$ cat config.mk
export PLATFORM = sky130hd
export DESIGN_NAME = pcf_front
export DESIGN_NICKNAME = d
export VERILOG_FILES = /design/src/sv/pcf_pkg.sv /design/src/sv/pcf_front.sv
export SDC_FILE = /design/constraint.sdc
export NUM_CORES = 1
export LEC_CHECK = 0
export ABC_AREA = 0
export BUFFER_PORTS_ARGS = -buffer_cell sky130_fd_sc_hd__buf_4
export CORE_ASPECT_RATIO = 0.9
export CORE_UTILIZATION = 53
export CTS_BUF_LIST = sky130_fd_sc_hd__clkbuf_4 sky130_fd_sc_hd__clkbuf_8
export DETAILED_ROUTE_END_ITERATION = 10
export PLACE_DENSITY = 0.85
export SLEW_MARGIN = 20
export SYNTH_ARGS = -nofsm -noshare
export SYNTH_HDL_FRONTEND = slang
export SYNTH_SLANG_ARGS = --single-unit
$ cat constraint.sdc
create_clock -name clock -period 2.3 [get_ports clock]
set_input_delay 0 -clock clock [delete_from_list [all_inputs] [get_ports clock]]
set_output_delay 0 -clock clock [all_outputs]
set_load 0.02 [all_outputs]
$ cat src/sv/pcf_pkg.sv
// Shared types and codes for the palette cycle and fade engine.
// Used by every module of the block but pcf_ram; depends on nothing.
`timescale 1ns / 1ps

package pcf_pkg;

   // request type codes
   localparam logic [2:0] REQ_WRITE_CUR = 3'd0;
   localparam logic [2:0] REQ_WRITE_TGT = 3'd1;
   localparam logic [2:0] REQ_READ_CUR  = 3'd2;
   localparam logic [2:0] REQ_TICK      = 3'd3;
   localparam logic [2:0] REQ_CLEAR     = 3'd4;

   // fade goal codes; the last one is unused and fades nothing
   localparam logic [1:0] MODE_BLACK  = 2'd0;
   localparam logic [1:0] MODE_WHITE  = 2'd1;
   localparam logic [1:0] MODE_TARGET = 2'd2;
   localparam logic [1:0] MODE_NONE   = 2'd3;

   typedef struct packed {
      logic [2:0] req_type;
      logic [7:0] entry_index;
      logic [5:0] red_in;
      logic [5:0] green_in;
      logic [5:0] blue_in;
      logic [1:0] fade_mode;
      logic [7:0] rand_value;
   } req_item_type;

   typedef struct packed {
      logic [5:0] red_out;
      logic [5:0] green_out;
      logic [5:0] blue_out;
      logic       fade_done;
   } rsp_item_type;

   // classified command handed from front to back
   typedef enum logic [2:0] {
      CMD_WRITE_CUR,
      CMD_WRITE_TGT,
      CMD_READ,
      CMD_TICK,
      CMD_CLEAR,
      CMD_NOP
   } cmd_op_type;

   typedef struct packed {
      cmd_op_type op;
      logic [7:0] index;
      logic [5:0] red;
      logic [5:0] green;
      logic [5:0] blue;
      logic [1:0] mode;
      logic [2:0] toggle_mask;
   } cmd_item_type;

   // one color channel of a command's write data
   function automatic logic [5:0] cmd_chan(input cmd_item_type cmd, input int c);
      logic [5:0] v;
      unique case (c)
         0:       v = cmd.red;
         1:       v = cmd.green;
         default: v = cmd.blue;
      endcase
      return v;
   endfunction

endpackage

$ cat src/sv/pcf_front.sv
// Front end: takes request items, classifies them into commands and holds
// them in a two-entry queue for the back end. Depends on pcf_pkg.
`timescale 1ns / 1ps

module pcf_front #(
   parameter int ENTRIES = 256
) (
   input  logic                 clock,
   input  logic                 reset,
   input  logic                 start,
   output logic                 busy,
   input  pcf_pkg::req_item_type req_item,
   output logic                 head_valid,
   output pcf_pkg::cmd_item_type head_cmd,
   input  logic                 head_pop
);
   import pcf_pkg::*;

   cmd_item_type queue_ff [2];
   logic         wr_ptr_ff, wr_ptr_in;
   logic         rd_ptr_ff, rd_ptr_in;
   logic [1:0]   count_ff, count_in;
   cmd_item_type decoded;
   logic         in_range;
   logic         push;

   // classify the incoming item
   always_comb begin
      in_range            = 32'(req_item.entry_index) < ENTRIES;
      decoded.index       = req_item.entry_index;
      decoded.red         = req_item.red_in;
      decoded.green       = req_item.green_in;
      decoded.blue        = req_item.blue_in;
      decoded.mode        = req_item.fade_mode;
      decoded.toggle_mask = (req_item.rand_value < 8'd3) ?
                            (3'b001 << req_item.rand_value[1:0]) : 3'b000;
      unique case (req_item.req_type)
         REQ_WRITE_CUR: decoded.op = in_range ? CMD_WRITE_CUR : CMD_NOP;
         REQ_WRITE_TGT: decoded.op = in_range ? CMD_WRITE_TGT : CMD_NOP;
         REQ_READ_CUR:  decoded.op = in_range ? CMD_READ : CMD_NOP;
         REQ_TICK:      decoded.op = CMD_TICK;
         REQ_CLEAR:     decoded.op = CMD_CLEAR;
         default:       decoded.op = CMD_NOP;
      endcase
   end

   // queue pointers
   assign busy       = (count_ff == 2'd2);
   assign push       = start && !busy;
   assign head_valid = (count_ff != 2'd0);
   assign head_cmd   = queue_ff[rd_ptr_ff];

   always_comb begin
      wr_ptr_in = push ? !wr_ptr_ff : wr_ptr_ff;
      rd_ptr_in = (head_pop && head_valid) ? !rd_ptr_ff : rd_ptr_ff;
      count_in  = count_ff + 2'(push) - 2'(head_pop && head_valid);
   end

   always_ff @(posedge clock) begin
      if (reset) begin
         wr_ptr_ff <= 1'b0;
         rd_ptr_ff <= 1'b0;
         count_ff  <= 2'd0;
      end else begin
         wr_ptr_ff <= wr_ptr_in;
         rd_ptr_ff <= rd_ptr_in;
         count_ff  <= count_in;
      end
      if (push) begin
         queue_ff[wr_ptr_ff] <= decoded;
      end
   end

endmodule

==> results.json <==
{
  "post-dp-hpwl_um": 3360,
  "rows": 24,
  "synth_edf_count": 68,
  "hold_violations": 0,
  "crit_type": "reg -> reg",
  "rsz0062_at_grt": "no",
  "drive_gt1_share_pct": 50.2,
  "maxCapViolCount": 0,
  "fin_skew_ps": 5.27,
  "p_clk_share_pct": 26.4,
  "fin_cells": 336,
  "ir_worst_vdd_mv": 0.641,
  "crit_family": "simple AND/OR/NAND/NOR gates",
  "critPathLaunchType": "flip-flop",
  "die_x_um": 77.8,
  "die_h_um": 70.2,
  "grt_pass1_vias": 1717,
  "max_stage_delay_ps": 470,
  "power_density_nw_per_um2": 1000,
  "fin_nets": 311,
  "multi_input_area_um2": 552,
  "start_util_pct": 55.9,
  "core_um2": 4890,
  "path_cells": "nand2b_2 > and3_2 > buf_4",
  "cts_made_buffers": 9,
  "clock_latency_ps": 330,
  "ctsRootBufferMaster": "clkbuf_8",
  "ys_seq_area_share_pct": 78.2,
  "max_freq_mhz": 642,
  "worstPathRequired_ps": 2340,
  "grt_max_degree": 21,
  "io_buffers": 78,
  "comb_power_share_pct": 30.8,
  "dr.pass1.iters": 4,
  "regToRegSetupSlack_ps": 740,
  "diodes": 0,
  "switchingPower_mw": 1.15,
  "seq_power_share_pct": 42.8,
  "cp.depth": 3,
  "setup_tns_ps": 0,
  "fin_hold_ws_ps": 70.1,
  "ys_types": 26,
  "final.setup.worst_slack_ps": 741,
  "gp_congestion": 0.690,
  "routed_wl_um": 5750,
  "io_pins": 79,
  "leakage_nw": 1.56,
  "path_max_fanout": 18,
  "regArea_um2": 2140,
  "htree_levels": 3,
  "crit_path_start": "count_ff[0]",
  "die_area_um2": 5460,
  "syn_nets": 186,
  "grt_pass1_wl_um": 8810,
  "setup_viol": 0,
  "placed_cells": 285,
  "period_share_pct": 67.8,
  "drc": 0,
  "place_ws_ps": 730,
  "async_flop_share_pct": 0,
  "synth_cells": 141,
  "status": "finished clean",
  "grt_usage_pct": 22.9,
  "grt_antenna_before_repair": 0,
  "ys_seq_elements": 73,
  "r2r_start": "count_ff[0]",
  "cts_tree": "yes",
  "r2r.worst_path.cells": 3,
  "ant_nets": 0,
  "mappedNetlistArea_um2": 2740,
  "numClockSinks": 73,
  "worstPathArrival_ps": 1600,
  "clock_path_buffers": 2,
  "min_path_type": "in -> reg",
  "syn_area_per_cell_um2": 19.4,
  "worst_pin_slew_ps": 431,
  "post-cts-setup-buffers": 0,
  "drtIter0Drc": 46,
  "maxSlewViolCount": 0,
  "yosysWarnings": 0,
  "p_int_mw": 2.84,
  "post_drt_wl_per_cell_um": 17.1,
  "endpoint_kind": "flip-flop",
  "cp_slowest_cell": "and3_2",
  "crit_end": "queue_ff[1][15]",
  "globalRouteOverflowTotal": 0,
  "netSwitchingFraction_pct": 28.7,
  "clk_pin_slew_ps": 70,
  "ys.flop_type": "edfxtp_1",
  "vias_per_cell": 4.97,
  "relSlewSlack_pct": 71.3,
  "fill_cells": 268,
  "synthToLayoutAreaGrowth_pct": 45.4,
  "worst-path-buf-inv": 1,
  "r2r_end": "queue_ff[1][15]",
  "vias": 1670,
  "min_period_ps": 1560
}
final cells by class:
| class | count | share of cell area (%) |
|---|---|---|
| flip-flops and latches | 73 | 53.8 |
| repair buffers | 119 | 24.6 |
| multi-input cells | 59 | 13.9 |
| clock buffers | 9 | 3.11 |
| clock inverters | 7 | 2.14 |
| well taps | 65 | 2.04 |
| inverters | 4 | 0.377 |
cell usage in the layout, fill, tap and decap left out, drive strengths merged:
cell | synthesis | routed
buf | 4 | 84
edfxtp | 68 | 68
dlygate4sd3 | 0 | 35
mux2 | 34 | 34
clkbuf | 1 | 9
dfxtp | 5 | 5
nor2 | 4 | 4
inv | 4 | 4
clkinv | 0 | 4
nand2 | 2 | 2
nor2b | 2 | 2
xnor2 | 2 | 2
ha | 2 | 2
bufinv | 0 | 2
o21a | 1 | 1
nand2b | 1 | 1
a21o | 1 | 1
nor4 | 1 | 1
and4b | 1 | 1
nor3 | 1 | 1
or2 | 1 | 1
nor3b | 1 | 1
and3 | 1 | 1
or3 | 1 | 1
o21ai | 1 | 1
a21oi | 1 | 1
xor2 | 1 | 1
clkinvlp | 0 | 1
worst min-delay path by stage:
| stage | startpoint | to | slack [ps] | depth (start not counted) |
|---|---|---|---|---|
| 2_1_floorplan | reset | wr_ptr_ff | 70 | 1 |
| 3_3_place_gp | req_item[33] | queue_ff[0][28] | 190 | 1 |
| 3_5_place_dp | req_item[33] | queue_ff[0][28] | 190 | 1 |
| 4_1_cts | start | wr_ptr_ff | 60 | 4 |
| 5_1_grt | req_item[37] | queue_ff[1][32] | 70 | 2 |
| 6_report | start | wr_ptr_ff | 70 | 4 |
per-stage QoR:
| stage | power (mW) | util (%) | instance area (um^2) |
|---|---|---|---|
| 3_3_place_gp | 2.88 | 69.9 | 3420 |
| 4_1_cts | 3.99 | 81.3 | 3980 |
| 3_5_place_dp | 2.90 | 69.9 | 3420 |
| 5_1_grt | 4.15 | 81.3 | 3980 |
| 2_1_floorplan | 2.44 | - | 2740 |
| 6_report | 3.99 | 81.3 | 3980 |
cells in the mapped netlist, types with 2 or more instances:
cell type | instances | share of area, %
buf_2 | 2 | 0.37
xnor2_1 | 2 | 0.64
dfxtp_1 | 5 | 3.7
inv_1 | 3 | 0.41
edfxtp_1 | 68 | 75
nor2_1 | 4 | 0.55
buf_4 | 2 | 0.55
ha_1 | 2 | 0.91
nor2b_1 | 2 | 0.46
nand2_1 | 2 | 0.27
mux2_2 | 34 | 14
layer usage:
| metal | global-route usage, % | part of all wire [%] | wire [um] |
|---|---|---|---|
| met1 | 26.6 | 39 | 2240 |
| met2 | 39.8 | 55 | 3190 |
| met3 | 7.71 | 4.7 | 273 |
| met4 | 7.34 | 0.83 | 48 |
| met5 | 0 | 0 | 0 |
power groups by stage:
stage	clock (mW)	combinational, mW	sequential [mW]
after floorplan	0	0.726	1.71
after global placement	0	1.16	1.72
after detailed placement	0	1.16	1.73
after CTS	1.07	1.22	1.70
after global routing	1.13	1.31	1.72
final	1.05	1.23	1.71
cells by family after synthesis:
family | synth area share [%]
multiplexers | 14.0
flip-flops | 78.2
buffers and inverters | 1.60
AND/OR/NAND/NOR | 3.38
AO/OA/AOI/OAI | 0.914
adder cells (fa/ha/maj) | 0.914
XOR/XNOR | 0.960
worst reg2reg max path: cells and delay by family, from the launching register on:
kind	cells	cell delay, ps
AND/OR/NAND/NOR	2	630
flip-flops	1	360
buffers and inverters	1	280
sequential cells by signal, summed over array words and instances, names as in the netlist, named ones only:
register / cells
count_ff: 2
rd_ptr_ff: 1
wr_ptr_ff: 1
queue_ff: 68
repair_timing:
item / in CTS / in global routing
endpoints found under the hold margin: 71 / 0
setup endpoints to repair: 0 / 0
hold buffers: 35 / 0
resized for setup: 0 / 0
(Power assumes the default switching activity.)
